`src/rtl/core/m4t_ram.sv`:
```
module m4t_ram #(
    parameter int WIDTH = 32,
    parameter int DEPTH = 16,
    localparam int AW   = $clog2(DEPTH)
) (
    input  logic             i_clk,
    input  logic             i_we,
    input  logic [AW-1:0]    i_waddr,
    input  logic [WIDTH-1:0] i_wdata,
    input  logic [AW-1:0]    i_raddr,
    output logic [WIDTH-1:0] o_rdata
);

    logic [WIDTH-1:0] r_mem [DEPTH];
    logic [WIDTH-1:0] r_rdata;

    always_ff @(posedge i_clk) begin
        if (i_we) begin
            r_mem[i_waddr] <= i_wdata;
        end
        r_rdata <= r_mem[i_raddr];
    end

    assign o_rdata = r_rdata;

endmodule

```
`config.mk`:
```
export PLATFORM = sky130hd
export DESIGN_NAME = m4t_ram
export DESIGN_NICKNAME = d
export VERILOG_FILES = /design/src/rtl/core/m4t_ram.sv
export SDC_FILE = /design/constraint.sdc
export NUM_CORES = 1
export LEC_CHECK = 0
export BUFFER_PORTS_ARGS = -buffer_cell sky130_fd_sc_hd__buf_2
export CAP_MARGIN = 10
export CORE_AREA = 2 2 166 209
export CTS_BUF_LIST = sky130_fd_sc_hd__clkbuf_4
export DETAILED_ROUTE_END_ITERATION = 12
export DIE_AREA = 0 0 168 211
export PLACE_DENSITY_LB_ADDON = 0.2
export SLEW_MARGIN = 40
export SYNTH_ARGS = -nofsm -noshare
export SYNTH_HDL_FRONTEND = slang
export SYNTH_SLANG_ARGS = --single-unit
```
`constraint.sdc`:
```
create_clock -name i_clk -period 12.4 [get_ports i_clk]
set_input_delay 3.1 -clock i_clk [delete_from_list [all_inputs] [get_ports i_clk]]
set_output_delay 3.1 -clock i_clk [all_outputs]
set_load 0.01 [all_outputs]
```
==> impl_metrics.tcl <==
set metrics [dict create \
    cts_tree "yes" \
    outcome "complete, no violations" \
    cpPeakStageDelay_ps 730 \
    crit_type "in -> reg" \
    drcViolationCount 0 \
    endpoint_kind "flop" \
    met3WireLength_mm 2.83 \
    ys_types 18 \
    finalSetupViolCount 0 \
    io_pins 74 \
    top_layer "met5" \
    synth_top_area_share_pct 77.4 \
    min_period_ps 4500 \
    vdd_drop_max_uv 94.1 \
    yosys_register_bits 544 \
    grt_overflow_total 0 \
    crit_fanout 87 \
    power.total_mw 3.57 \
    clockBufferDepth 3 \
    powerDensity_nw_per_um2 159 \
    finalNetCount 1054 \
    synth_nets 880 \
    num_vias 9457 \
    syn_inst 838 \
    power_leakage_nw 7.38 \
    antenna_found_initial 3 \
    finalMaxSlewViolations 0 \
    yosys_warnings 0 \
    worst_ep_arrival_time_ps 5190 \
    tightest_slew_ps 804 \
    grt_usage_pct 24.1 \
    vias_per_cell 6.14 \
    grt_pass1_wl_mm 60.9 \
    drv_cap 0 \
    first_global_vias 10302 \
    numCtsBuffers 120 \
    h-tree-depth 3 \
    dp_slack_ps 7070 \
    final_cell_mix "edfxtp_1 (512), clkbuf_4 (186), mux4_2 (128)" \
    cts_root_buf "clkbuf_4" \
    final_layout_size_suffix_gt1_share_pct 39.3 \
    path_cells "buf_4 -> clkbuf_8 -> mux4_2 -> a22oi_1 -> nand2_1" \
    synth.yosys.seq_area_share_pct 80.7 \
    coreArea_um2 33300 \
    die_h_um 211 \
    port-buffer-count 73 \
    wl_met1_mm 16.2 \
    totalWireLength_mm 40.9 \
    hold_buffers 0 \
    design_area_um2 22400 \
    hold_path.class "reg -> reg" \
    rows 75 \
    slew_headroom_pct 46.4 \
    rsz0062_at_grt "false" \
    drtIter0Drc 975 \
    synth_area_per_cell_um2 23.7 \
    path_delay_family "buffers and inverters" \
    finalClockSkew_ps 44.3 \
    syn-cell-area_um2 19900 \
    reg2reg_depth 3 \
    cp_num_buf_inv 2 \
    fp.dieW_um 168 \
    whs_path_depth 3 \
    hold_viol_final 0 \
    drtPass1Iterations 5 \
    fin_tns_setup_ps 0 \
    antenna_left 0 \
    grt_max_degree 88 \
    hpwlAfterDp_mm 19.3 \
    routedWlPerCell_um 26.6 \
    timing.fmax_mhz 222 \
    crit_slowest_cell "clkbuf_8" \
    period_share_pct 36.3 \
    initial_core_util_pct 59.6 \
    timing.final.ws_setup_ps 7900 \
    yosys-top-cells-area "edfxtp_1 (77%), mux4_2 (15%), dfxtp_1 (3.2%)" \
    area_delta_synth_final_pct 12.9 \
    cts_setup_buffers 0 \
    clock_sinks 544 \
    layout_commonest_cell "edfxtp_1" \
    route.met2.wl_mm 21.4 \
    cts_resized 0 \
    critPathRequiredTime_ps 13100 \
    place_area_um2 20900 \
    cts.clk_slew.worst_paths_ps 70 \
    fillCellCount 2095 \
    place.gp.congestion 0.727 \
    clk_latency_ps 830 \
    die-area_um2 35400 \
    synth_area_leader_cell "edfxtp_1" \
    start_kind "input pin" \
    path_depth 5 \
]
## cells by family (layout without fill, tap and decap cells)
| family | after synthesis | after routing | share of synthesized area, % |
|---|---|---|---|
| DFF | 544 | 544 | 80.7 |
| AOI/OAI and AO/OA | 64 | 64 | 2.42 |
| and+or+nand+nor | 59 | 59 | 1.27 |
| buffers and inverters | 43 | 318 | 1.12 |
| other | 0 | 5 | 0 |
| muxes | 128 | 128 | 14.5 |
## registers in the layout, summed over array words and instances (netlist names)
name	cells
o_rdata	32
r_mem	512
## power by group
part           internal, mW  switching, mW  leakage, nW
combinational        0.0723          0.104         1.55
clock                 0.682          0.647        0.926
sequential             2.05         0.0127         4.89
total                  2.81          0.763         7.38
## Yosys cell counts
| library cell | instances |
|---|---|
| nor2b_1 | 2 |
| buf_6 | 2 |
| a22oi_1 | 64 |
| buf_2 | 4 |
| nand3b_1 | 2 |
| buf_1 | 9 |
| edfxtp_1 | 512 |
| and2_1 | 1 |
| clkbuf_1 | 17 |
| nand2_1 | 33 |
| nand2b_1 | 2 |
| or3b_2 | 1 |
| nor3_1 | 4 |
| buf_4 | 11 |
| dfxtp_1 | 32 |
| nand3_1 | 1 |
| mux4_2 | 128 |
| nor2_1 | 13 |
## worst register-to-register path, cell delays in order, from the launching register on
cell and delay [ps]:
edfxtp_1 380, mux4_2 480, a22oi_1 210, nand2_1 130
## routing by layer
metal	vias to the layer above	GRT usage (%)
met5	-	0
met4	2	7.68
met3	41	5.19
met2	390	39.8
met1	4991	32.8
li1	4033	-
## metrics by stage
stage / utilization, % / hold WS [ps] / std cells
2_1_floorplan: - / 635 / 838
3_3_place_gp: 62.5 / 645 / 1313
3_5_place_dp: 62.6 / 665 / 1313
4_1_cts: 67.2 / 673 / 1536
5_1_grt: 67.3 / 687 / 1539
6_report: 67.3 / 665 / 1541
## path summary, 6_finish.rpt
| check | start | end | slack (ps) |
|---|---|---|---|
| max reg2reg | r_mem[11][5]$_DFFE_PP_ | o_rdata[5]$_DFF_P_ | 11070 |
| min reg2reg | r_mem[12][0]$_DFFE_PP_ | o_rdata[0]$_DFF_P_ | 660 |
| max | i_raddr[1] | o_rdata[5]$_DFF_P_ | 7900 |
| min | r_mem[12][0]$_DFFE_PP_ | o_rdata[0]$_DFF_P_ | 660 |
## final cells by class
type                            instances  area [um^2]  share of cell area [%]
Clock inverter                         37          149                   0.664
Clock buffer                          186         1400                    6.23
Timing Repair Buffer                   95          563                    2.51
Multi-Input combinational cell        251         3750                    16.7
Antenna cell                            5         12.5                  0.0558
Tap cell                              423          529                    2.36
Sequential cell                       544        16000                    71.5
Note: power is estimated with default switching activity, not from simulation.
