**src/rtl/core/m4t_pkg.sv**
```systemverilog
package m4t_pkg;

    localparam int DW       = 32;
    localparam int PW       = 64;
    localparam int OUT_IW   = 2;
    localparam int OQ_DEPTH = 4;
    localparam int OQ_AW    = $clog2(OQ_DEPTH);
    localparam int OQ_CW    = $clog2(OQ_DEPTH + 1);

    typedef enum logic [3:0] {
        REQ_WR_A   = 4'd0,
        REQ_WR_B   = 4'd1,
        REQ_XFORM  = 4'd2,
        REQ_MUL_AB = 4'd3,
        REQ_MUL_BA = 4'd4,
        REQ_ADD    = 4'd5,
        REQ_SUB    = 4'd6,
        REQ_IDENT  = 4'd7,
        REQ_ZERO   = 4'd8
    } t_req;

    typedef enum logic [1:0] {
        K_MUL,
        K_ADD,
        K_SUB
    } t_kind;

    typedef enum logic {
        S_IDLE,
        S_RUN
    } t_state;

    typedef struct packed {
        logic                   vld;
        logic                   first;
        logic                   lastk;
        logic                   last;
        t_kind                  kind;
        logic                   sel_vec;
        logic                   a_dflt;
        logic                   a_one;
        logic                   b_dflt;
        logic                   b_one;
        logic [OUT_IW-1:0]      row;
        logic [OUT_IW-1:0]      col;
        logic signed [DW-1:0]   vec_val;
    } t_s1;

    typedef struct packed {
        logic [OUT_IW-1:0]      row;
        logic [OUT_IW-1:0]      col;
        logic signed [DW-1:0]   value;
        logic                   last;
    } t_res;

endpackage

```
**src/rtl/core/m4t_mac.sv**
```systemverilog
module m4t_mac
    import m4t_pkg::*;
#(
    parameter int FRAC_BITS = 16
) (
    input  logic          i_clk,
    input  logic          i_rst_n,
    input  t_s1           i_s1,
    input  logic [DW-1:0] i_a_rdata,
    input  logic [DW-1:0] i_b_rdata,
    output logic          o_wr,
    output t_res          o_res
);

    localparam logic [DW-1:0] ONE = DW'(1) << FRAC_BITS;
    localparam logic signed [PW-1:0] SMAX = PW'(64'sd2147483647);
    localparam logic signed [PW-1:0] SMIN = -PW'(64'sd2147483648);

    logic signed [DW-1:0] a_val, b_val, op2;
    logic signed [PW-1:0] n_p, r_p, term, n_acc, r_acc;
    logic                 r_vld, r_first, r_lastk, r_last, r_done;
    t_kind                r_kind;
    logic [OUT_IW-1:0]    r_row, r_col, r_orow, r_ocol;
    logic                 r_olast;

    always_comb begin
        a_val = i_s1.a_dflt ? (i_s1.a_one ? ONE : '0) : i_a_rdata;
        b_val = i_s1.b_dflt ? (i_s1.b_one ? ONE : '0) : i_b_rdata;
        op2   = i_s1.sel_vec ? i_s1.vec_val : b_val;
        case (i_s1.kind)
            K_MUL:   n_p = PW'(a_val) * PW'(op2);
            K_ADD:   n_p = PW'(a_val) + PW'(b_val);
            K_SUB:   n_p = PW'(a_val) - PW'(b_val);
            default: n_p = '0;
        endcase
    end

    assign term  = (r_kind == K_MUL) ? (r_p >>> FRAC_BITS) : r_p;
    assign n_acc = (r_first ? '0 : r_acc) + term;

    always_ff @(posedge i_clk) begin
        if (!i_rst_n) begin
            r_vld  <= 1'b0;
            r_done <= 1'b0;
        end else begin
            r_vld  <= i_s1.vld;
            r_done <= r_vld && r_lastk;
        end
    end

    always_ff @(posedge i_clk) begin
        r_p     <= n_p;
        r_first <= i_s1.first;
        r_lastk <= i_s1.lastk;
        r_last  <= i_s1.last;
        r_kind  <= i_s1.kind;
        r_row   <= i_s1.row;
        r_col   <= i_s1.col;
        if (r_vld) begin
            r_acc   <= n_acc;
            r_orow  <= r_row;
            r_ocol  <= r_col;
            r_olast <= r_last;
        end
    end

    always_comb begin
        o_res.row  = r_orow;
        o_res.col  = r_ocol;
        o_res.last = r_olast;
        if (r_acc > SMAX) begin
            o_res.value = SMAX[DW-1:0];
        end else if (r_acc < SMIN) begin
            o_res.value = SMIN[DW-1:0];
        end else begin
            o_res.value = r_acc[DW-1:0];
        end
    end

    assign o_wr = r_done;

endmodule

```
**config.mk**
```make
export PLATFORM = sky130hd
export DESIGN_NAME = m4t_mac
export DESIGN_NICKNAME = d
export VERILOG_FILES = /design/src/rtl/core/m4t_pkg.sv /design/src/rtl/core/m4t_mac.sv
export SDC_FILE = /design/constraint.sdc
export NUM_CORES = 2
export LEC_CHECK = 0
export ABC_CLOCK_PERIOD_IN_PS = 12020
export BUFFER_PORTS_ARGS = -buffer_cell sky130_fd_sc_hd__buf_4
export CAP_MARGIN = 20
export CORE_MARGIN = 10
export CORE_UTILIZATION = 30
export CTS_BUF_LIST = sky130_fd_sc_hd__clkbuf_4 sky130_fd_sc_hd__clkbuf_8
export DETAILED_ROUTE_END_ITERATION = 6
export GPL_TIMING_DRIVEN = 0
export PLACE_DENSITY = 0.43
export SYNTH_ARGS = -nofsm -noshare
export SYNTH_HDL_FRONTEND = slang
export SYNTH_SLANG_ARGS = --single-unit
```
**constraint.sdc**
```tcl
create_clock -name i_clk -period 12.02 [get_ports i_clk]
set_input_delay 0.601 -clock i_clk [delete_from_list [all_inputs] [get_ports i_clk]]
set_output_delay 0.601 -clock i_clk [all_outputs]
set_load 0.03 [all_outputs]
```
==> results by group <==
Yosys
  – Fraction of registers with async set/reset: 0%
  – Synth Flop Type: dfxtp_1
  – Synth Cell Area: 48680 um2
  – Netlist cell types: 79
  – Synth area leaders: fa_1 (45%), inv_1 (8.1%), ha_1 (8.0%)
  – Yosys warns: 0
  – Cells after Synth: 5692
  – Count of state elements after synthesis: 144
  – Post-synthesis sequential area ratio: 7.340%
  – Top-area cell type share of the netlist area: 44.58%
  – Post-synth EDFFs: 69
  – Synth area leader: fa_1
  – Syn Area/Cell: 8.553 um2
  – Syn nets: 7201

Die
  – Die X: 422.8 um
  – Row Count: 147
  – Core region area: 160900 um2
  – Num ports: 151
  – Initial core utilization: 30.25%
  – Full die area: 178800 um2
  – Die Span Y: 422.8 um

Placement
  – Gpl congestion: 0.9816
  – Detailed placement HPWL: 185.8 mm
  – Port Buffer Count: 149
  – Cell Area, Placed: 53180 um2
  – Pre-CTS setup slack: -0.3295 ns

Routing
  – Iteration count of the initial detailed-routing pass: 6
  – Initial DRC count: 3436
  – Remaining DRCs: 0
  – Vias per cell: 5.052
  – DR WL/cell: 26.71 um
  – ANT nets after route: 0
  – DRT Wirelength: 215.9 mm
  – Via Count: 40838

Min path
  – Hold Path Class: input pin to flop
  – Hold Crit Endpoint: r_row[1]
  – Hold depth: 1
  – Min-delay src: i_s1[35]

CTS
  – Clk sinks: 144
  – CTS resizes: 0
  – Clock Path Buffers: 2
  – Root buffer cell: clkbuf_8
  – Setup bufs post-CTS: 0
  – CTS tree: done
  – Clock transition at the registers of the reported paths: 0.09 ns
  – CTS hold repair buffers: 0
  – CTS buffer count: 17
  – Worst-Skew Late Latency: 0.49 ns
  – H-tree levels: 4

Critical path
  – CP delay by family, top: adder cells
  – Buf+Inv Stages, Crit Path: 7
  – Crit-path max FO: 12
  – Startpoint types: input pin
  – RR Endpoint: r_acc[56]
  – Largest stage delay, worst path: 1.00 ns
  – Crit Path Class: input pin to flop
  – Crit path capture type: flop
  – Reg-to-Reg Start: r_kind[1]
  – CP max stage cell: clkinv_1
  – Critical Path Most Common Cell: fa_1
  – Worst EP arrival: 12.07 ns
  – Req. time, crit path: 12.37 ns
  – Reg2reg path depth: 18
  – FF-to-FF setup slack: 6.57 ns

Cells and area
  – Share of cells above drive strength 1: 5.019%
  – Nets: 7413
  – Number of fill cells in the layout: 17184
  – Post-route cell area: 53650 um2
  – Area growth, synth to finish: 10.21%

STA
  – Hold_ws: 0.2139 ns
  – Setup Viol. Count Final: 0
  – Final Hold Vio Count: 0
  – Setup ws final: 0.2995 ns
  – Fin crit share: 97.51%
  – Slew @ Worst Pin: 1.244 ns
  – Clock skew: 0.01707 ns
  – Fmax achieved: 85.32 MHz
  – Fin crit period: 11.72 ns
  – Slew HR: 17.04%
  – Fin. max-slew vios: 0
  – RSZ-0062 raised after global routing: no

Global routing
  – GRT overflow: 0
  – Vias in the first global route: 43281
  – Pin count of the biggest net entering global routing: 62
  – First-pass GRT wire length: 311.8 mm
  – Antenna violations before repair: 11
  – Total track usage: 23.92%

Run
  – Max-cap violations: 0

Run status
  – Outcome: finished, final reports clean
[registers in the layout, indices dropped and copies added, names as in the netlist, 2 cells and up]
signal,count
r_col,2
r_p,64
r_acc,64
r_orow,2
r_ocol,2
r_kind,2
r_row,2
[per-stage QoR]
step,TNS [ns],instances,util (%)
floorplan,0,5692,-
global placement,-3.577,8001,32.62
detailed placement,-0.9827,8044,33.04
CTS,0,8076,33.32
global route,0,8078,33.33
finish,0,8083,33.34
[logic make-up (layout without fill, tap and decap cells)]
group / count (synthesis) / after routing / share of synthesized area (%)
AO/OA/AOI/OAI: 751 / 751 / 10.08
XOR/XNOR: 147 / 147 / 2.645
adder cells (fa/ha/maj): 1396 / 1396 / 52.60
buffers and inverters: 1371 / 1596 / 10.65
flip-flops: 144 / 144 / 7.340
multiplexers: 12 / 12 / 0.2519
other: 0 / 6 / 0
AND/OR/NAND/NOR: 1871 / 1871 / 16.45
[how the worst max path moves through the flow]
stage	endpoint	depth (start not counted)	startpoint
after floorplan	r_p[62]	31	i_s1[40]
after global placement	r_p[50]	29	i_s1[39]
after detailed placement	r_p[55]	29	i_s1[40]
after CTS	r_p[55]	29	i_s1[40]
after global routing	r_p[50]	29	i_s1[39]
final	r_p[50]	28	i_s1[39]
[worst reg2reg max path: stages (launching register included)]
cell and delay (ns):
dfxtp_1 0.31, nor2_1 0.30, clkbuf_1 0.46, clkbuf_1 0.42
nand2_1 0.12, nand2_1 0.11, ha_1 0.20, inv_1 0.07
fa_1 0.45, nor2b_1 0.17, o31ai_1 0.15, a21oi_1 0.28
o2111ai_1 0.26, a211oi_1 0.67, a311o_1 0.32, o21ai_1 0.12
a21boi_0 0.48, o31ai_1 0.17, xnor2_1 0.14
[cells in the mapped netlist (8+ instances only)]
cell	number
fa_1	1084
inv_1	1052
nand2_1	803
nor2_1	657
ha_1	312
clkbuf_1	266
a21oi_1	203
o21ai_0	127
a21o_1	108
nand2b_1	101
xnor2_1	96
nor2b_1	87
dfxtp_1	75
edfxtp_1	69
xor2_1	51
nand3_1	47
nand4_1	36
o21a_1	36
o21bai_1	31
nor3_1	29
a31oi_1	28
o22ai_1	28
and2_1	26
o21ai_1	24
and3_1	21
clkinv_1	20
nor4_1	19
buf_1	15
o211ai_1	15
a221oi_1	14
o31ai_1	14
a211oi_1	13
buf_2	13
a21boi_0	12
or3_1	12
o221ai_1	11
or2_2	11
a221o_1	10
mux2i_1	10
o2111ai_1	8
[final cells by class]
| class | count | area, um2 | area share, % |
|---|---|---|---|
| Antenna cell | 6 | 15.01 | 0.02798 |
| Buffer | 299 | 1166 | 2.173 |
| Clock buffer | 19 | 255.2 | 0.4757 |
| Clock inverter | 13 | 185.2 | 0.3451 |
| Inverter | 1072 | 4024 | 7.500 |
| Multi-Input combinational cell | 4177 | 39960 | 74.48 |
| Sequential cell | 144 | 3577 | 6.667 |
| Tap cell | 2160 | 2703 | 5.037 |
| Timing Repair Buffer | 193 | 1765 | 3.290 |
[placed cells by master (no fill, tap or decap), types with 87 or more instances in the layout]
| cell type | count |
|---|---|
| a21o_1 | 108 |
| a21oi_1 | 200 |
| buf_4 | 157 |
| clkbuf_1 | 260 |
| fa_1 | 1083 |
| ha_1 | 312 |
| inv_1 | 1052 |
| nand2_1 | 803 |
| nand2b_1 | 101 |
| nor2_1 | 657 |
| nor2b_1 | 87 |
| o21ai_0 | 126 |
| xnor2_1 | 96 |
[routing by layer]
layer,vias to the layer above,GRT usage [%],wire length [um]
li1,17923,-,-
met3,312,5.023,16870
met5,-,0,33
met2,1548,38.49,97350
met4,4,8.893,9766
met1,21051,31.53,91850
Power is left out: the tool's default activity adds up to more than one toggle a clock period on the data nets, which glitch-free logic cannot reach.
