==> config.mk <==
export PLATFORM = sky130hd
export DESIGN_NAME = m4t_outq
export DESIGN_NICKNAME = d
export VERILOG_FILES = /design/src/rtl/core/m4t_pkg.sv /design/src/rtl/core/m4t_outq.sv
export SDC_FILE = /design/constraint.sdc
export NUM_CORES = 1
export LEC_CHECK = 0
export ABC_CLOCK_PERIOD_IN_PS = 5740
export BUFFER_PORTS_ARGS = -buffer_cell sky130_fd_sc_hd__buf_2
export CAP_MARGIN = 20
export CELL_PAD_IN_SITES_DETAIL_PLACEMENT = 1
export CELL_PAD_IN_SITES_GLOBAL_PLACEMENT = 1
export CORE_ASPECT_RATIO = 0.8
export CORE_UTILIZATION = 54
export CTS_CLUSTER_DIAMETER = 40
export DETAILED_ROUTE_END_ITERATION = 10
export HOLD_SLACK_MARGIN = 0.03
export PLACE_DENSITY_LB_ADDON = 0.1
export SLEW_MARGIN = 0
export SYNTH_ARGS = -nofsm -noshare
export SYNTH_HDL_FRONTEND = slang
export SYNTH_SLANG_ARGS = --single-unit
export TNS_END_PERCENT = 5
==> constraint.sdc <==
create_clock -name i_clk -period 5.74 [get_ports i_clk]
set_input_delay 1.435 -clock i_clk [delete_from_list [all_inputs] [get_ports i_clk]]
set_output_delay 1.435 -clock i_clk [all_outputs]
set_load 0.05 [all_outputs]
==> src/rtl/core/m4t_pkg.sv <==
package m4t_pkg;

    localparam int DW       = 32;
    localparam int PW       = 64;
    localparam int OUT_IW   = 2;
    localparam int OQ_DEPTH = 4;
    localparam int OQ_AW    = $clog2(OQ_DEPTH);
    localparam int OQ_CW    = $clog2(OQ_DEPTH + 1);

    typedef enum logic [3:0] {
        REQ_WR_A   = 4'd0,
        REQ_WR_B   = 4'd1,
        REQ_XFORM  = 4'd2,
        REQ_MUL_AB = 4'd3,
        REQ_MUL_BA = 4'd4,
        REQ_ADD    = 4'd5,
        REQ_SUB    = 4'd6,
        REQ_IDENT  = 4'd7,
        REQ_ZERO   = 4'd8
    } t_req;

    typedef enum logic [1:0] {
        K_MUL,
        K_ADD,
        K_SUB
    } t_kind;

    typedef enum logic {
        S_IDLE,
        S_RUN
    } t_state;

    typedef struct packed {
        logic                   vld;
        logic                   first;
        logic                   lastk;
        logic                   last;
        t_kind                  kind;
        logic                   sel_vec;
        logic                   a_dflt;
        logic                   a_one;
        logic                   b_dflt;
        logic                   b_one;
        logic [OUT_IW-1:0]      row;
        logic [OUT_IW-1:0]      col;
        logic signed [DW-1:0]   vec_val;
    } t_s1;

    typedef struct packed {
        logic [OUT_IW-1:0]      row;
        logic [OUT_IW-1:0]      col;
        logic signed [DW-1:0]   value;
        logic                   last;
    } t_res;

endpackage

==> src/rtl/core/m4t_outq.sv <==
module m4t_outq
    import m4t_pkg::*;
(
    input  logic i_clk,
    input  logic i_rst_n,
    input  logic i_wr,
    input  t_res i_res,
    output logic o_valid,
    input  logic i_ready,
    output t_res o_res
);

    t_res             r_mem [OQ_DEPTH];
    logic [OQ_AW-1:0] r_wptr, r_rptr;
    logic [OQ_CW-1:0] r_cnt;
    logic             rd;

    assign o_valid = (r_cnt != '0);
    assign rd      = o_valid && i_ready;
    assign o_res   = r_mem[r_rptr];

    always_ff @(posedge i_clk) begin
        if (!i_rst_n) begin
            r_wptr <= '0;
            r_rptr <= '0;
            r_cnt  <= '0;
        end else begin
            if (i_wr) r_wptr <= OQ_AW'((int'(r_wptr) + 1) % OQ_DEPTH);
            if (rd)   r_rptr <= OQ_AW'((int'(r_rptr) + 1) % OQ_DEPTH);
            r_cnt <= r_cnt + OQ_CW'(i_wr) - OQ_CW'(rd);
        end
    end

    always_ff @(posedge i_clk) begin
        if (i_wr) r_mem[r_wptr] <= i_res;
    end

endmodule

==> results of run 1 <==
==> cell usage after synthesis <==
library cell / count
and2_1: 8
buf_12: 3
buf_2: 3
buf_6: 1
clkbuf_2: 1
dfxtp_1: 9
edfxtp_1: 148
fa_1: 1
ha_1: 6
inv_1: 6
mux2i_1: 4
mux4_1: 7
mux4_2: 30
nand2_1: 2
nand2b_1: 2
nor2b_1: 1
o311ai_0: 1
o31a_1: 1
or3_1: 1
xnor3_1: 1
xor2_1: 1
==> worst reg2reg max path, delay by kind of cell, from the launching register on <==
kind                       cells  cell delay [ns]
AOI/OAI and AO/OA              1             0.38
xor gates and xnor gates       1             0.20
adders and majority gates      3             0.86
buffers and inverters          1             0.04
DFF                            1             0.35
and+or+nand+nor                1             0.16
==> registers in the layout (all words and copies together) (netlist names), named ones only <==
signal	flops
r_wptr	2
r_mem	148
r_cnt	3
r_rptr	2
==> layout make-up <==
type,instances,area [sq um],area share (%)
Sequential cell,157,4627,66.28
Multi-Input combinational cell,66,1131,16.20
Clock buffer,18,429.2,6.148
Timing Repair Buffer,79,397.9,5.700
Clock inverter,13,197.7,2.832
Tap cell,140,175.2,2.509
Inverter,6,22.52,0.3226
==> cells by family (layout without fill, tap and decap cells) <==
kind of cell,Yosys count,after routing,synth area share (%)
DFF,157,157,78.86
xor gates and xnor gates,2,2,0.5334
adders and majority gates,7,7,1.621
and+or+nand+nor,14,14,1.408
AOI/OAI and AO/OA,2,2,0.2988
muxes,41,41,15.34
buffers and inverters,14,116,1.941
==> power groups by stage <==
stage	sequential [mW]	combinational, mW	clock, mW
floorplan	1.36	0.651	0
global placement	1.42	0.714	0
detailed placement	1.42	0.722	0
CTS	1.40	0.732	1.21
global route	1.41	0.758	1.25
finish	1.40	0.721	1.19
==> cells in the final DEF (no fill, tap or decap), drive strengths merged <==
master,n
edfxtp,148
nand2,2
xnor3,1
clkbuf,18
inv,6
buf,79
fa,1
o311ai,1
clkinvlp,2
xor2,1
clkinv,6
or3,1
bufinv,5
mux4,37
mux2i,4
nand2b,2
nor2b,1
ha,6
o31a,1
and2,8
dfxtp,9
==> through the flow <==
| step | hold slack (ns) | instance area, sq um | worst slack (ns) | total power, mW |
|---|---|---|---|---|
| finish | 0.5461 | 6980 | 1.766 | 3.313 |
| global route | 0.5737 | 6980 | 1.551 | 3.420 |
| CTS | 0.5518 | 6980 | 1.669 | 3.350 |
| detailed placement | 0.4858 | 6354 | 2.138 | 2.146 |
| global placement | 0.4554 | 6354 | 2.137 | 2.136 |
| floorplan | 0.4489 | 5864 | 2.906 | 2.015 |
==> worst paths after layout <==
path / endpoint / slack, ns
worst min register to register: flip-flop / 0.55
worst min-delay path: flip-flop / 0.55
worst max register to register: r_cnt[2]$_SDFF_PN0_ / 3.64
worst max-delay path: o_res[0] / 1.77
==> metal layers <==
layer | global-route usage (%) | up-vias | share of wire (%)
li1 | - | 1176 | -
met2 | 33.82 | 69 | 51
met4 | 8.544 | 0 | 0.85
met5 | 0 | - | 0
met1 | 26.12 | 1383 | 44
met3 | 5.981 | 8 | 4.1
==> impl_metrics.tcl, run 1 <==
set metrics [dict create \
    r2r_start "r_cnt[1]$_SDFF_PN0_" \
    cts_max_level 4 \
    slew_headroom_pct 31.76 \
    drive_gt1_share_pct 42.48 \
    max_cap_viol_count 0 \
    power.internal_mw 2.338 \
    min_path_cells 2 \
    hold_buffers 0 \
    critPathMaxStageDelay_ns 0.87 \
    clk_path_buf_depth 2 \
    synth_cells 237 \
    fin_util_pct 67.09 \
    final_nets 375 \
    initial_utilization_pct 56.36 \
    syn_avg_cell_area_sq_um 24.74 \
    drtPass1Iterations 4 \
    p_sw_uw 975.0 \
    sw_frac_of_total_pct 29.43 \
    grt_pass1_wl_mm 15.96 \
    clkTransAtPathRegs_ns 0.06 \
    dieHeight_um 95.21 \
    wl_per_cell_um 22.12 \
    grt_pass1_vias 2782 \
    final.min_clock_period_ns 3.974 \
    numPortBuffers 78 \
    synth_top_area_share_pct 75.78 \
    netlist-cell-type-count 21 \
    crit_cells 3 \
    antenna_found_initial 0 \
    setup_viol 0 \
    ioPinCount 79 \
    power.share.clock_pct 36.0 \
    maxSlewViolCount 0 \
    timing.fmax_mhz 251.6 \
    cts_made_buffers 17 \
    place.gp.congestion 0.7005 \
    cts.sink_count 157 \
    place_hpwl_mm 6.038 \
    hold_viol_final 0 \
    die_w_um 118.5 \
    postRouteAntennaNets 0 \
    r2r_cells 7 \
    crit_buf_inv 2 \
    crit_arrival_ns 2.54 \
    clk-insertion-delay-late_ns 0.42 \
    grtUsageTotal_pct 20.54 \
    stdcell_count 479 \
    area_delta_synth_final_pct 19.03 \
    grt-ovfl-total 0 \
    yosysWarnings 0 \
    status "finished, final reports clean" \
    cts.repair.resized 0 \
    synth_seq_area_share_pct 78.86 \
    cts_tree "yes" \
    dp.cells 448 \
    postCtsSetupBuffers 0 \
    hp-start "r_rptr[1]$_SDFFE_PN0P_" \
    final.period_utilization_pct 69.24 \
    n_antenna_cell 0 \
    fillers 849 \
    root_buffer "clkbuf_16" \
    critPathRequiredTime_ns 4.30 \
    tns_ns 0 \
    synthTopCellsByArea "edfxtp_1 76%, mux4_2 12%, mux4_1 3.1%, dfxtp_1 3.1%, ha_1 1.3%" \
    viasPerCell 5.503 \
    crit_family "flip-flops" \
    crit_fanout 24 \
    design.core.area_sq_mm 0.01041 \
    drc 0 \
    vias 2636 \
    dieArea_sq_mm 0.01128 \
    syn-num-nets 285 \
    worst_slew_pin_slew_ns 1.024 \
    ir_worst_vdd_mv 0.3068 \
    holdCritPathClass "reg2reg" \
    combPwrFrac_pct 21.8 \
    rows 33 \
    slowest_stage "dfxtp_2" \
    grt_setup_unrepaired "no" \
    p_per_area_mw_per_mm2 474.7 \
    synth_seq_cells 157 \
    power_frac_seq_pct 42.2 \
    p_leak_nw 2.423 \
    drt_wl_total_mm 10.59 \
    netlist_area_sq_mm 0.005864 \
    startpoint_type "flip-flop" \
    skew_ns 0.006810 \
    cp-end-kind "output port" \
    crit_chain "buf_4, mux4_1, buf_2" \
    grt_max_degree 38 \
    critical_path_class "reg2out" \
    drt_iter0_markers 146 \
    synth_area_leader_cell "edfxtp_1" \
]
(Power assumes the default switching activity.)
==> run 2: changes to the inputs <==
--- a/config.mk
+++ b/config.mk
@@ -5,13 +5,13 @@
 export SDC_FILE = /design/constraint.sdc
 export NUM_CORES = 1
 export LEC_CHECK = 0
-export ABC_CLOCK_PERIOD_IN_PS = 5740
+export ABC_CLOCK_PERIOD_IN_PS = 4000
 export BUFFER_PORTS_ARGS = -buffer_cell sky130_fd_sc_hd__buf_2
 export CAP_MARGIN = 20
 export CELL_PAD_IN_SITES_DETAIL_PLACEMENT = 1
 export CELL_PAD_IN_SITES_GLOBAL_PLACEMENT = 1
 export CORE_ASPECT_RATIO = 0.8
-export CORE_UTILIZATION = 54
+export CORE_UTILIZATION = 50
 export CTS_CLUSTER_DIAMETER = 40
 export DETAILED_ROUTE_END_ITERATION = 10
 export HOLD_SLACK_MARGIN = 0.03
==> constraint.sdc (replaced) <==
create_clock -name i_clk -period 4 [get_ports i_clk]
set_input_delay 1 -clock i_clk [delete_from_list [all_inputs] [get_ports i_clk]]
set_output_delay 1 -clock i_clk [all_outputs]
set_load 0.05 [all_outputs]
==> run 2 against run 1 <==
Clock power grew 50%; largest power group unchanged; routed wire length barely moved; power up 46%; critical path depth stayed put; via count is 1.7% higher; die area rose by 7.8%; clock-buffer cell count rose by 3.
==> impl_metrics.tcl, run 2 (same netlist as run 1, synthesis figures left out) <==
set metrics [dict create \
    crit_buf_inv 2 \
    worst_slew_pin_slew_ns 1.061 \
    p_leak_nw 2.455 \
    grt_pass1_wl_mm 16.29 \
    grt_max_degree 38 \
    crit_arrival_ns 2.29 \
    drc 0 \
    vias 2680 \
    critPathMaxStageDelay_ns 0.73 \
    n_antenna_cell 0 \
    critical_path_class "reg2out" \
    stdcell_count 487 \
    drive_gt1_share_pct 42.57 \
    final_nets 378 \
    ir_worst_vdd_mv 0.5537 \
    fin_util_pct 63.25 \
    drt_wl_total_mm 10.60 \
    maxSlewViolCount 0 \
    postRouteAntennaNets 0 \
    hold_ws_ns 0.5008 \
    place.gp.congestion 0.6454 \
    setup_viol 0 \
    die_w_um 123.1 \
    grtUsageTotal_pct 19.62 \
    initial_utilization_pct 52.62 \
    grt_pass1_vias 2898 \
    cts.sink_count 157 \
    dieArea_sq_mm 0.01217 \
    crit_family "flip-flops" \
    clk-insertion-delay-late_ns 0.42 \
    grt_setup_unrepaired "no" \
    final_cell_mix "148 x edfxtp_1, 78 x buf_2, 30 x mux4_2" \
    drt_iter0_markers 135 \
    numPortBuffers 78 \
    hold_viol_final 0 \
    cp-end-kind "output port" \
    drtPass1Iterations 4 \
    max_cap_viol_count 0 \
    dieHeight_um 98.87 \
    timing.fmax_mhz 304.1 \
    cts_tree "yes" \
    tns_ns 0 \
    dp.cells 455 \
    startpoint_type "flip-flop" \
    ioPinCount 79 \
    clk_path_buf_depth 2 \
    grt-ovfl-total 0 \
    top_register "r_mem" \
    design.core.area_sq_mm 0.01115 \
    hold_buffers 0 \
    cts.repair.resized 0 \
    status "finished, final reports clean" \
    critPathRequiredTime_ns 3.00 \
    root_buffer "clkbuf_16" \
    cts_max_level 4 \
    antenna_found_initial 0 \
    final.period_utilization_pct 82.20 \
    rows 34 \
    skew_ns 0.006505 \
    slew_headroom_pct 29.25 \
    area_delta_synth_final_pct 20.20 \
    viasPerCell 5.503 \
    wl_per_cell_um 21.77 \
    clkTransAtPathRegs_ns 0.06 \
    postCtsSetupBuffers 0 \
    place_hpwl_mm 6.142 \
    p_per_area_mw_per_mm2 687.9 \
    mostFrequentLayoutCell "edfxtp_1" \
    slowest_stage "dfxtp_2" \
    cts_made_buffers 17 \
    top_regs "r_mem: 148 flops, r_cnt: 3 flops" \
    largest_register_ffs 148 \
    crit_fanout 17 \
    holdCritPathClass "reg2reg" \
    crit_chain "buf_4, mux4_1, buf_2" \
    final.min_clock_period_ns 3.288 \
]
==> run 2: cell types whose count changed in the layout (fill, tap and decap cells not counted), sizes merged <==
cell / before / now
clkinv: 6 / 3
inv: 6 / 7
clkbuf: 18 / 21
buf: 79 / 82
clkinvlp: 2 / 1
bufinv: 5 / 6
==> run 2: path summary, 6_finish.rpt <==
path	start	slack, ns	endpoint	cells past startpoint
setup / recovery	flip-flop	0.71	o_res[3]	3
hold / removal	r_rptr[0]$_SDFFE_PN0P_	0.50	flip-flop	2
setup reg to reg	r_cnt[1]$_SDFF_PN0_	1.93	r_cnt[2]$_SDFF_PN0_	7
hold reg to reg	r_rptr[0]$_SDFFE_PN0P_	0.50	flip-flop	2
==> run 2: area by class of cell <==
class | instances | area (sq um)
flip-flops and latches | 157 | 4627
fillers | 943 | 4096
multi-input cells | 66 | 1131
clock buffers | 21 | 440.4
repair buffers | 82 | 432.9
clock inverters | 11 | 215.2
well taps | 144 | 180.2
inverters | 6 | 22.52
==> run 2: per-layer routing <==
| metal | GRT usage, % | part of all wire (%) | wire length [um] |
|---|---|---|---|
| met2 | 31.50 | 50 | 5277 |
| met3 | 6.424 | 4.8 | 514 |
| met1 | 25.36 | 44 | 4654 |
| met5 | 0 | 0 | 0 |
| met4 | 6.673 | 1.5 | 158 |
==> run 2: metrics by stage <==
| stage | instance area (sq um) | total power, mW | worst slack [ns] |
|---|---|---|---|
| 2_1_floorplan | 5864 | 2.892 | 1.601 |
| 3_3_place_gp | 6394 | 3.091 | 1.102 |
| 3_5_place_dp | 6394 | 3.113 | 1.095 |
| 4_1_cts | 7049 | 4.899 | 0.6224 |
| 5_1_grt | 7049 | 5.016 | 0.5518 |
| 6_report | 7049 | 4.849 | 0.7121 |
==> run 2: worst min-delay path: stages (launching register included) <==
cell and delay [ns]:
dfxtp_1 0.32, nand2_1 0.08, mux2i_1 0.06
==> run 2: report_power, final <==
group	internal, mW	switching [mW]
Sequential	1.90	0.0855
Combinational	0.375	0.705
Clock	1.17	0.611
Total	3.45	1.40
