## src/rtl/core/m4t_pkg.sv

```systemverilog
package m4t_pkg;

    localparam int DW       = 32;
    localparam int PW       = 64;
    localparam int OUT_IW   = 2;
    localparam int OQ_DEPTH = 4;
    localparam int OQ_AW    = $clog2(OQ_DEPTH);
    localparam int OQ_CW    = $clog2(OQ_DEPTH + 1);

    typedef enum logic [3:0] {
        REQ_WR_A   = 4'd0,
        REQ_WR_B   = 4'd1,
        REQ_XFORM  = 4'd2,
        REQ_MUL_AB = 4'd3,
        REQ_MUL_BA = 4'd4,
        REQ_ADD    = 4'd5,
        REQ_SUB    = 4'd6,
        REQ_IDENT  = 4'd7,
        REQ_ZERO   = 4'd8
    } t_req;

    typedef enum logic [1:0] {
        K_MUL,
        K_ADD,
        K_SUB
    } t_kind;

    typedef enum logic {
        S_IDLE,
        S_RUN
    } t_state;

    typedef struct packed {
        logic                   vld;
        logic                   first;
        logic                   lastk;
        logic                   last;
        t_kind                  kind;
        logic                   sel_vec;
        logic                   a_dflt;
        logic                   a_one;
        logic                   b_dflt;
        logic                   b_one;
        logic [OUT_IW-1:0]      row;
        logic [OUT_IW-1:0]      col;
        logic signed [DW-1:0]   vec_val;
    } t_s1;

    typedef struct packed {
        logic [OUT_IW-1:0]      row;
        logic [OUT_IW-1:0]      col;
        logic signed [DW-1:0]   value;
        logic                   last;
    } t_res;

endpackage

```

## src/rtl/core/m4t_seq.sv

```systemverilog
module m4t_seq
    import m4t_pkg::*;
#(
    parameter int DIM   = 4,
    localparam int NE   = DIM * DIM,
    localparam int AW   = $clog2(NE),
    localparam int IW   = $clog2(DIM)
) (
    input  logic                 i_clk,
    input  logic                 i_rst_n,
    input  logic                 i_in_valid,
    output logic                 o_in_ready,
    input  logic [3:0]           i_req_type,
    input  logic [1:0]           i_row,
    input  logic [1:0]           i_col,
    input  logic signed [DW-1:0] i_value,
    input  logic signed [DW-1:0] i_vx,
    input  logic signed [DW-1:0] i_vy,
    input  logic signed [DW-1:0] i_vz,
    input  logic signed [DW-1:0] i_vw,
    input  logic                 i_out_acc,
    output logic                 o_a_we,
    output logic                 o_b_we,
    output logic [AW-1:0]        o_waddr,
    output logic [DW-1:0]        o_wdata,
    output logic [AW-1:0]        o_a_raddr,
    output logic [AW-1:0]        o_b_raddr,
    output t_s1                  o_s1
);

    t_state                r_state, n_state;
    t_req                  r_op;
    logic [IW-1:0]         r_i, r_j, r_k;
    logic signed [DW-1:0]  r_vec [4];
    logic [NE-1:0]         r_va, r_vb;
    logic                  r_a_zero;
    logic [OQ_CW-1:0]      r_credit;
    t_s1                   r_s1;

    logic                  in_acc, wr_ok, is_mm_op;
    logic                  is_tr, is_add, k_last, j_last, i_last, issue, done;
    logic [IW-1:0]         a_r, a_c, b_r, b_c;
    logic signed [DW-1:0]  vec_k;
    t_kind                 kind;
    t_s1                   n_s1;

    assign in_acc  = i_in_valid && o_in_ready;
    assign wr_ok   = (int'(i_row) < DIM) && (int'(i_col) < DIM);
    assign o_waddr = AW'(int'(i_row) * DIM + int'(i_col));
    assign o_wdata = i_value;

    always_comb begin
        o_a_we   = 1'b0;
        o_b_we   = 1'b0;
        is_mm_op = 1'b0;
        case (t_req'(i_req_type))
            REQ_WR_A:   o_a_we = in_acc && wr_ok;
            REQ_WR_B:   o_b_we = in_acc && wr_ok;
            REQ_XFORM,
            REQ_MUL_AB,
            REQ_MUL_BA,
            REQ_ADD,
            REQ_SUB:    is_mm_op = 1'b1;
            default:    is_mm_op = 1'b0;
        endcase
    end

    assign is_tr  = (r_op == REQ_XFORM);
    assign is_add = (r_op == REQ_ADD) || (r_op == REQ_SUB);
    assign k_last = is_add || (r_k == IW'(DIM - 1));
    assign j_last = is_tr || (r_j == IW'(DIM - 1));
    assign i_last = (r_i == IW'(DIM - 1));

    always_comb begin
        n_state = r_state;
        case (r_state)
            S_IDLE:  if (in_acc && is_mm_op) n_state = S_RUN;
            S_RUN:   if (done) n_state = S_IDLE;
            default: n_state = S_IDLE;
        endcase
    end

    always_comb begin
        o_in_ready = 1'b0;
        issue      = 1'b0;
        case (r_state)
            S_IDLE:  o_in_ready = 1'b1;
            S_RUN:   issue = !k_last || (r_credit < OQ_CW'(OQ_DEPTH));
            default: o_in_ready = 1'b0;
        endcase
    end

    assign done = issue && k_last && j_last && i_last;

    always_comb begin
        a_r  = r_i;
        a_c  = r_k;
        b_r  = r_k;
        b_c  = r_j;
        kind = K_MUL;
        case (r_op)
            REQ_MUL_BA: begin
                a_r = r_k;
                a_c = r_j;
                b_r = r_i;
                b_c = r_k;
            end
            REQ_ADD, REQ_SUB: begin
                a_c  = r_j;
                b_r  = r_i;
                kind = (r_op == REQ_ADD) ? K_ADD : K_SUB;
            end
            default: kind = K_MUL;
        endcase
    end

    assign o_a_raddr = AW'(int'(a_r) * DIM + int'(a_c));
    assign o_b_raddr = AW'(int'(b_r) * DIM + int'(b_c));

    always_comb begin
        vec_k = '0;
        for (int q = 0; q < 4; q++) begin
            if (int'(r_k) == q) vec_k = r_vec[q];
        end
    end

    always_comb begin
        n_s1.vld     = issue;
        n_s1.first   = (r_k == '0);
        n_s1.lastk   = k_last;
        n_s1.last    = j_last && i_last;
        n_s1.kind    = kind;
        n_s1.sel_vec = is_tr;
        n_s1.a_dflt  = !r_va[o_a_raddr];
        n_s1.a_one   = !r_a_zero && (a_r == a_c);
        n_s1.b_dflt  = !r_vb[o_b_raddr];
        n_s1.b_one   = (b_r == b_c);
        n_s1.row     = OUT_IW'(r_i);
        n_s1.col     = is_tr ? '0 : OUT_IW'(r_j);
        n_s1.vec_val = vec_k;
    end

    always_ff @(posedge i_clk) begin
        if (!i_rst_n) begin
            r_state  <= S_IDLE;
            r_va     <= '0;
            r_vb     <= '0;
            r_a_zero <= 1'b0;
            r_credit <= '0;
            r_s1.vld <= 1'b0;
        end else begin
            r_state  <= n_state;
            r_credit <= r_credit + OQ_CW'(issue && k_last) - OQ_CW'(i_out_acc);
            r_s1     <= n_s1;
            if (o_a_we) r_va[o_waddr] <= 1'b1;
            if (o_b_we) r_vb[o_waddr] <= 1'b1;
            if (in_acc && (t_req'(i_req_type) == REQ_IDENT)) begin
                r_va     <= '0;
                r_a_zero <= 1'b0;
            end
            if (in_acc && (t_req'(i_req_type) == REQ_ZERO)) begin
                r_va     <= '0;
                r_a_zero <= 1'b1;
            end
        end
    end

    always_ff @(posedge i_clk) begin
        if (in_acc && is_mm_op) begin
            r_op     <= t_req'(i_req_type);
            r_i      <= '0;
            r_j      <= '0;
            r_k      <= '0;
            r_vec[0] <= i_vx;
            r_vec[1] <= i_vy;
            r_vec[2] <= i_vz;
            r_vec[3] <= i_vw;
        end else if (issue) begin
            if (!k_last) begin
                r_k <= r_k + IW'(1);
            end else begin
                r_k <= '0;
                if (!j_last) begin
                    r_j <= r_j + IW'(1);
                end else begin
                    r_j <= '0;
                    r_i <= r_i + IW'(1);
                end
            end
        end
    end

    assign o_s1 = r_s1;

endmodule

```

## config.mk

```make
export PLATFORM = sky130hd
export DESIGN_NAME = m4t_seq
export DESIGN_NICKNAME = d
export VERILOG_FILES = /design/src/rtl/core/m4t_pkg.sv /design/src/rtl/core/m4t_seq.sv
export SDC_FILE = /design/constraint.sdc
export NUM_CORES = 1
export LEC_CHECK = 0
export CORE_MARGIN = 10
export CORE_UTILIZATION = 44
export DETAILED_ROUTE_END_ITERATION = 7
export DONT_BUFFER_PORTS = 1
export SYNTH_ARGS = -nofsm -noshare
export SYNTH_HDL_FRONTEND = slang
export SYNTH_SLANG_ARGS = --single-unit
```

## constraint.sdc

```tcl
create_clock -name i_clk -period 16.44 [get_ports i_clk]
set_clock_uncertainty 0.15 [all_clocks]
set_input_delay 0.822 -clock i_clk [delete_from_list [all_inputs] [get_ports i_clk]]
set_output_delay 0.822 -clock i_clk [all_outputs]
set_load 0.1 [all_outputs]
```

==> out/qor.yml, run 1 <==
status: "finished, final reports clean"
fmax_mhz: 252
synth-async-reset-ratio: 0
fp.dieH_um: 162
ys.warnings.count: 0
seqCellArea_um2: 6230
power.density_nw_per_um2: 167
final_common_cell: "edfxtp_1"
initial_core_util: 0.451
dp_hpwl_um: 13600
synth_area_per_cell_um2: 13.2
reg2reg_depth: 11
vias: 4969
mappedNetlistNets: 851
cts_tree: "done"
synth_seq_area_share: 0.705
drt_iter0_markers: 221
rrSetupSlack_ps: 12580
htreeDepth: 1
clk_path_buf_depth: 3
ctsHoldBuffers: 0
synthTopCellsByArea: "edfxtp_1 (61%), dfxtp_1 (10%), nor2_1 (3.7%)"
rr_endpoint: "r_credit[2]"
ys_types: 50
clkLatencyLatePin_ps: 520
gp_congestion: 0.813
drive_above_1_share: 0.0855
cts_buffers: 24
fin_crit_ps: 3970
yosysTopAreaCellShare: 0.605
clock_sinks: 222
critPathRequiredTime_ps: 15470
clkTransAtPathRegs_ps: 60
crit_path_max_fanout: 6
hold_violations: 0
final_nets: 819
grt_max_degree: 69
drv_slew: 0
cap_violations: 0
die_w_um: 162
cts-resized-gates: 0
p_leak_uw: 0.00329
firstDrtPassIters: 6
start_kind: "register"
first_global_vias: 4973
synth_largest_area_cell: "edfxtp_1"
worstReg2RegStart: "r_k[0]"
grt_pass1_wl_um: 28900
peakVddDrop_v: 0.000104
finalSetupViolCount: 0
ys_ff_latch: 222
hold_path.startpoint: "i_vw[2]"
wl_per_cell_um: 20.8
critPathArrivalTime_ps: 3000
routed_wl_um: 19300
netlist_area_um2: 8830
layout_common_cells: "edfxtp_1 (178), nor2_1 (86), a21oi_1 (62)"
ys.flop_type: "edfxtp_1"
multiInputGateArea_um2: 2160
rsz0062_at_grt: "false"
postCtsSetupBuffers: 0
tightestPinTransition_ps: 1130
core_um2: 19600
syn_to_final_growth_pct: 8.29
hold_ws_ps: 248
grt_usage: 0.141
dieArea_um2: 26100
grt_overflow: 0
drtAntennaViolNets: 0
holdPathEnd: "r_vec[3][2]"
fillers: 1734
min_period_over_period: 0.241
drc: 0
hp-class: "in -> reg"
num_rows: 51
synthCells: 670
io_buffers: 0
critical_path_class: "reg -> out"
synth_edf_count: 178
ioPinCount: 266
via_per_inst: 5.36
antenna_found_initial: 9
holdPathStages: 0
ctsRootBufferMaster: "clkbuf_16"
critPathCaptureType: "output pin"
relSlewSlack: 0.238
tns_ps: 0
-- registers in the layout, indices dropped and copies added, names as in the netlist --
name	count
r_k	2
r_vec	128
r_op	4
r_i	2
r_j	2
r_a_zero	1
o_s1	47
r_vb	16
r_state	1
r_credit	3
r_va	16
-- synthesized netlist by cell type (3+ instances only) --
cell / number
clkbuf_1: 23
buf_1: 4
a31oi_1: 11
nand2b_1: 5
nor2_1: 87
nor2b_1: 8
o21ai_0: 33
mux2i_1: 11
edfxtp_1: 178
mux2i_4: 3
ha_1: 8
nand4_1: 3
o21a_1: 4
a32oi_1: 3
inv_1: 14
and2_1: 4
dfxtp_1: 44
nor3_1: 7
a22oi_1: 31
nand3_1: 8
nand2_1: 46
buf_4: 36
a21oi_1: 62
mux2_2: 4
xnor2_1: 5
-- stage by stage --
stage                      util  area, µm²  total power (µW)  cells  setup WS [ps]
final                     0.488       9560              1600    927          12470
after floorplan               -       8830              1120    670           8850
after global placement    0.450       8820              1130    877          12620
after CTS                 0.487       9540              1620    920          12420
after global routing      0.488       9550              1670    923          12200
after detailed placement  0.450       8820              1130    877          12490
-- worst max-delay path by stage --
| stage | from | to | cells past startpoint | slack, ps |
|---|---|---|---|---|
| detailed placement | r_k[0] | r_credit[2] | 11 | 12490 |
| global placement | r_k[0] | r_credit[2] | 11 | 12620 |
| floorplan | i_in_valid | r_op[0] | 4 | 8850 |
| global route | r_k[0] | r_credit[2] | 11 | 12200 |
| finish | r_op[0] | o_a_raddr[3] | 3 | 12470 |
| CTS | r_op[0] | o_a_raddr[3] | 3 | 12420 |
-- power by group --
part           leakage (µW)  total, µW  internal [µW]  switching, µW
clock              0.000355        485            278            208
sequential          0.00203        912            674            238
combinational      0.000899        201           61.8            139
total               0.00329       1600           1010            585
-- layer usage --
metal  GRT usage  wire [µm]  part of all wire  vias up
met5           0         39            0.0020        -
met4      0.0496        480             0.025        6
met3      0.0728       2170              0.11       53
met2       0.235       9450              0.49      192
met1       0.151       7140              0.37     2355
li1            -          -                 -     2363
-- logic make-up (layout without fill, tap and decap cells) --
kind of cell	count (synthesis)	count (layout)	synth area share
AO/OA/AOI/OAI	153	153	0.102
XOR/XNOR	7	7	0.00694
adder cells (fa/ha/maj)	9	9	0.0136
buffers and inverters	80	65	0.0520
flip-flops	222	222	0.705
multiplexers	21	21	0.0319
other	0	7	0
AND/OR/NAND/NOR	178	178	0.0879
-- layout make-up --
cell class | instances | share of cell area
Timing Repair Buffer | 7 | 0.00550
Multi-Input combinational cell | 368 | 0.226
Sequential cell | 222 | 0.651
Inverter | 15 | 0.00589
Tap cell | 265 | 0.0347
Clock buffer | 30 | 0.0674
Clock inverter | 13 | 0.00772
Antenna cell | 7 | 0.00183
-- critical path, cell delays in order, from the launching register on --
cell	delay, ps
edfxtp_1	460
or4b_1	780
a21boi_0	640
inv_1	600
(Power assumes the default switching activity.)
==> run 2, diff against run 1 <==
- clock period: 16.44 -> 3.7 ns (I/O delays scaled with it)
==> out/qor.yml, run 2 (synthesis results as in run 1) <==
status: "finished, final reports clean"
clock_sinks: 222  # unchanged
wl_per_cell_um: 20.6  # -0.75%
fmax_mhz: 298
fp.dieH_um: 162  # unchanged
relSlewSlack: 0.306  # +0.0676
clkLatencyLatePin_ps: 500  # -20 ps
critPathCaptureType: "output pin"
postCtsSetupBuffers: 0  # unchanged
cts_buffers: 23  # -4.2%
use_met3: 0.0634  # -0.00935
clk_path_buf_depth: 3  # unchanged
drv_slew: 0  # unchanged
reg2reg_depth: 11  # unchanged
num_rows: 51  # unchanged
io_buffers: 0  # unchanged
worstReg2RegStart: "r_k[0]"
use_met1: 0.189  # +0.0382
fin_crit_ps: 3350
grt_busiest_layer: "met2"
rsz0062_at_grt: "false"
holdPathEnd: "r_va[7]"
rr_endpoint: "r_credit[2]"
fillers: 1555  # -10%
crit_path_max_fanout: 6  # unchanged
finalSetupViolCount: 0  # unchanged
hold_ws_ps: 67.9  # -180 ps
ctsRootBufferMaster: "clkbuf_16"
min_period_over_period: 0.906
htreeDepth: 1  # unchanged
hp-class: "in -> reg"
cts-resized-gates: 0  # unchanged
slowest_delay_ps: 780  # about the same
drtAntennaViolNets: 0  # unchanged
cp_cell_sequence: "or4b_1, a21boi_0, inv_1"
p_leak_uw: 0.00391  # +19%
hold_path.startpoint: "i_rst_n"
rrSetupSlack_ps: 740  # -11840 ps
ioPinCount: 266  # unchanged
drc: 0  # unchanged
top_register: "r_vec"
grt_pass1_wl_um: 34500  # +19%
grtUsageMet2: 0.273  # +0.0382
critPathArrivalTime_ps: 3020  # +20 ps
vias: 5713  # +15%
drive_above_1_share: 0.0713  # -0.0142
core_um2: 19600  # unchanged
cap_violations: 0  # unchanged
final_common_cell: "edfxtp_1"
gp_congestion: 0.829  # +2.0%
largest_reg_flops: 128  # unchanged
final_nets: 969  # +18%
syn_to_final_growth_pct: 24.9
cts_tree: "done"
power.density_nw_per_um2: 657  # +290%
layout_common_cells: "edfxtp_1 (178), dlygate4sd3_1 (143), nor2_1 (86)"
critical_path.top_delay_family: "simple AND/OR/NAND/NOR gates"
first_global_vias: 6014  # +21%
critPathRequiredTime_ps: 3370  # -12100 ps
via_per_inst: 5.35  # -0.21%
grt_max_degree: 80  # +16%
initial_core_util: 0.451  # unchanged
dp_hpwl_um: 13900  # +2.5%
hold_violations: 0  # unchanged
grt_overflow: 0  # unchanged
start_kind: "register"
slowest_stage: "or4b_1"
ctsHoldBuffers: 144  # +144
tightestPinTransition_ps: 1030  # -101 ps
die_w_um: 162  # unchanged
dieArea_um2: 26100  # unchanged
routed_wl_um: 22000  # +14%
drt_iter0_markers: 352  # +59%
crit_buf_inv: 1  # unchanged
holdPathStages: 2  # +2
clkTransAtPathRegs_ps: 60  # about the same
grt_usage: 0.165  # +0.0243
antenna_found_initial: 4  # -5
peakVddDrop_v: 0.000485  # +360%
critical_path_class: "reg -> out"
firstDrtPassIters: 5  # -1
tns_ps: 0  # unchanged
[run 2: layer usage]
metal	share of wire	wire, µm	vias to the layer above
li1	-	-	2659
met1	0.37	8170	2743
met2	0.50	11000	247
met3	0.095	2100	62
met4	0.034	749	2
met5	0.00059	13	-
[run 2: stage by stage]
step	setup slack, ps	std cells	util	instance area (µm²)	power [µW]
final	347	1068	0.563	11000	7240
after global placement	808	884	0.454	8890	5030
after global routing	136	1068	0.563	11000	7560
after floorplan	360	670	-	8840	4950
after CTS	335	1065	0.562	11000	7280
after detailed placement	762	884	0.454	8890	5050
[run 2: worst reg2reg max path, stage by stage, from the launching register on]
cell	delay [ps]
dfxtp_1	620
ha_2	270
a21oi_1	80
or3_1	460
ha_1	320
inv_1	50
ha_1	120
inv_1	50
fa_1	370
xor2_1	170
xnor2_1	130
nor2_1	50
[run 2: area by class of cell]
class                   instances  area (µm²)  area share
diodes                          3        7.51    0.000681
multi-input cells             368        2160       0.196
repair buffers                158        1580       0.143
clock buffers                  28         604      0.0548
clock inverters                 9        62.6     0.00568
flip-flops and latches        222        6230       0.565
inverters                      15        56.3     0.00511
well taps                     265         332      0.0301
[run 2: how the worst max path moves through the flow]
stage,from,end,depth (start not counted)
floorplan,r_state,r_op[0],4
global placement,r_k[0],r_credit[2],11
detailed placement,r_k[0],r_credit[2],11
CTS,r_op[0],o_a_raddr[3],3
global route,r_op[1],o_a_raddr[3],3
finish,r_op[0],o_a_raddr[3],3
[run 2: power by group]
| part | total, µW | switching (µW) | internal (µW) |
|---|---|---|---|
| clock network | 2090 | 879 | 1210 |
| registers | 4060 | 1060 | 3000 |
| logic | 1090 | 699 | 396 |
==> run 3, diff against run 2 <==
- CORE_MARGIN: 10 -> not set
==> out/qor.yml, run 3 (synthesis results as in run 1) <==
status: "finished, final reports clean"
dp_hpwl_um: 12100  # -13%
final_common_cell: "edfxtp_1"
finalSetupViolCount: 0  # unchanged
start_kind: "register"
initial_core_util: 0.451  # unchanged
num_rows: 51  # unchanged
cap_violations: 0  # unchanged
crit_path_max_fanout: 6  # unchanged
hold_violations: 0  # unchanged
antenna_found_initial: 3  # -1
die_w_um: 144  # -11%
holdPathStages: 3  # +1
clkLatencyLatePin_ps: 510  # about the same
grt_max_degree: 65  # -19%
ctsRootBufferMaster: "clkbuf_16"
wl_per_cell_um: 19.1  # -7.5%
drc: 0  # unchanged
rsz0062_at_grt: "false"
critPathArrivalTime_ps: 3060  # +40 ps
fp.dieH_um: 144  # -11%
ioPinCount: 266  # unchanged
cts-resized-gates: 0  # unchanged
layout_common_cells: "edfxtp_1 (178), dlygate4sd3_1 (143), nor2_1 (86)"
grt_usage: 0.199  # +0.0341
tightestPinTransition_ps: 1040  # +5.68 ps
critical_path_class: "reg -> out"
grt_pass1_wl_um: 31200  # -9.5%
critPathRequiredTime_ps: 3370  # about the same
cts_buffers: 24  # +4.3%
clk_path_buf_depth: 3  # unchanged
vias: 5735  # +0.39%
min_period_over_period: 0.919  # +0.0124
worstReg2RegStart: "r_k[0]"
top_register: "r_vec"
drt_iter0_markers: 255  # -28%
clock_sinks: 222  # unchanged
drv_slew: 0  # unchanged
firstDrtPassIters: 5  # unchanged
fmax_mhz: 294  # -1.4%
core_um2: 19600  # unchanged
relSlewSlack: 0.302  # -0.00381
grt_overflow: 0  # unchanged
via_per_inst: 5.34  # -0.18%
drive_above_1_share: 0.0831  # +0.0119
largest_reg_flops: 128  # unchanged
critPathCaptureType: "output pin"
clkTransAtPathRegs_ps: 60  # about the same
first_global_vias: 6051  # +0.62%
syn_to_final_growth_pct: 25.8
hp-class: "in -> reg"
fin_crit_ps: 3400  # +45.9 ps
crit_start: "r_op[0]"
htreeDepth: 1  # unchanged
reg2reg_depth: 11  # unchanged
cts_tree: "done"
final_nets: 972  # +0.31%
drtAntennaViolNets: 0  # unchanged
gp_congestion: 0.866  # +4.4%
hold_path.startpoint: "i_req_type[3]"
dieArea_um2: 20600  # -21%
io_buffers: 0  # unchanged
tns_ps: 0  # unchanged
power.density_nw_per_um2: 661  # +0.57%
hold_ws_ps: 48.4  # -19.6 ps
p_leak_uw: 0.00396  # +1.2%
routed_wl_um: 20500  # -7.0%
peakVddDrop_v: 0.000383  # -21%
run 3: changes by cell type in the layout (fill, tap and decap cells not counted), sizes merged:
cell    change
clkinv      +4
buf         +2
run 3: power breakdown:
group          leakage, µW  internal, µW  switching (µW)
sequential         0.00203          2990            1050
clock             0.000360          1260             938
combinational      0.00156           393             700
total              0.00396          4650            2690
run 3: layer usage:
| layer | track usage | wire, µm | vias to the layer above |
|---|---|---|---|
| met2 | 0.344 | 10500 | 224 |
| met4 | 0.0840 | 664 | 0 |
| met1 | 0.229 | 7800 | 2772 |
| li1 | - | - | 2668 |
| met5 | 0 | 0 | - |
| met3 | 0.0606 | 1570 | 71 |
run 3: path summary, 6_finish.rpt:
check                           slack, ps           end
worst max-delay path                  300  o_a_raddr[3]
worst min-delay path                   50   r_vec[1][2]
worst max register to register        710   r_credit[2]
worst min register to register        320       r_vb[5]
run 3: what timing repair did:
item                                   4_1_cts  5_1_grt
endpoints found under the hold margin      216        0
buffers inserted                             0        0
hold buffers                               144        0
run 3: final cells by class:
type	instances	area [µm²]
flip-flops and latches	222	6230
diodes	3	7.51
inverters	15	56.3
repair buffers	160	1600
well taps	265	332
multi-input cells	368	2160
fillers	1531	8490
clock buffers	28	616
clock inverters	13	103
run 3: worst max-delay path: stages (launching register included):
cell,delay [ps]
edfxtp_1,450
or4b_1,790
a21boi_0,690
inv_1,620
run 3: stage by stage:
stage	setup slack [ps]	utilization	cell area (µm²)	power [µW]	cells
after floorplan	360	-	8840	4950	670
after global placement	823	0.455	8920	5000	886
final	301	0.567	11100	7340	1074
after detailed placement	706	0.455	8920	5020	886
after global routing	186	0.567	11100	7610	1073
after CTS	280	0.566	11100	7340	1071
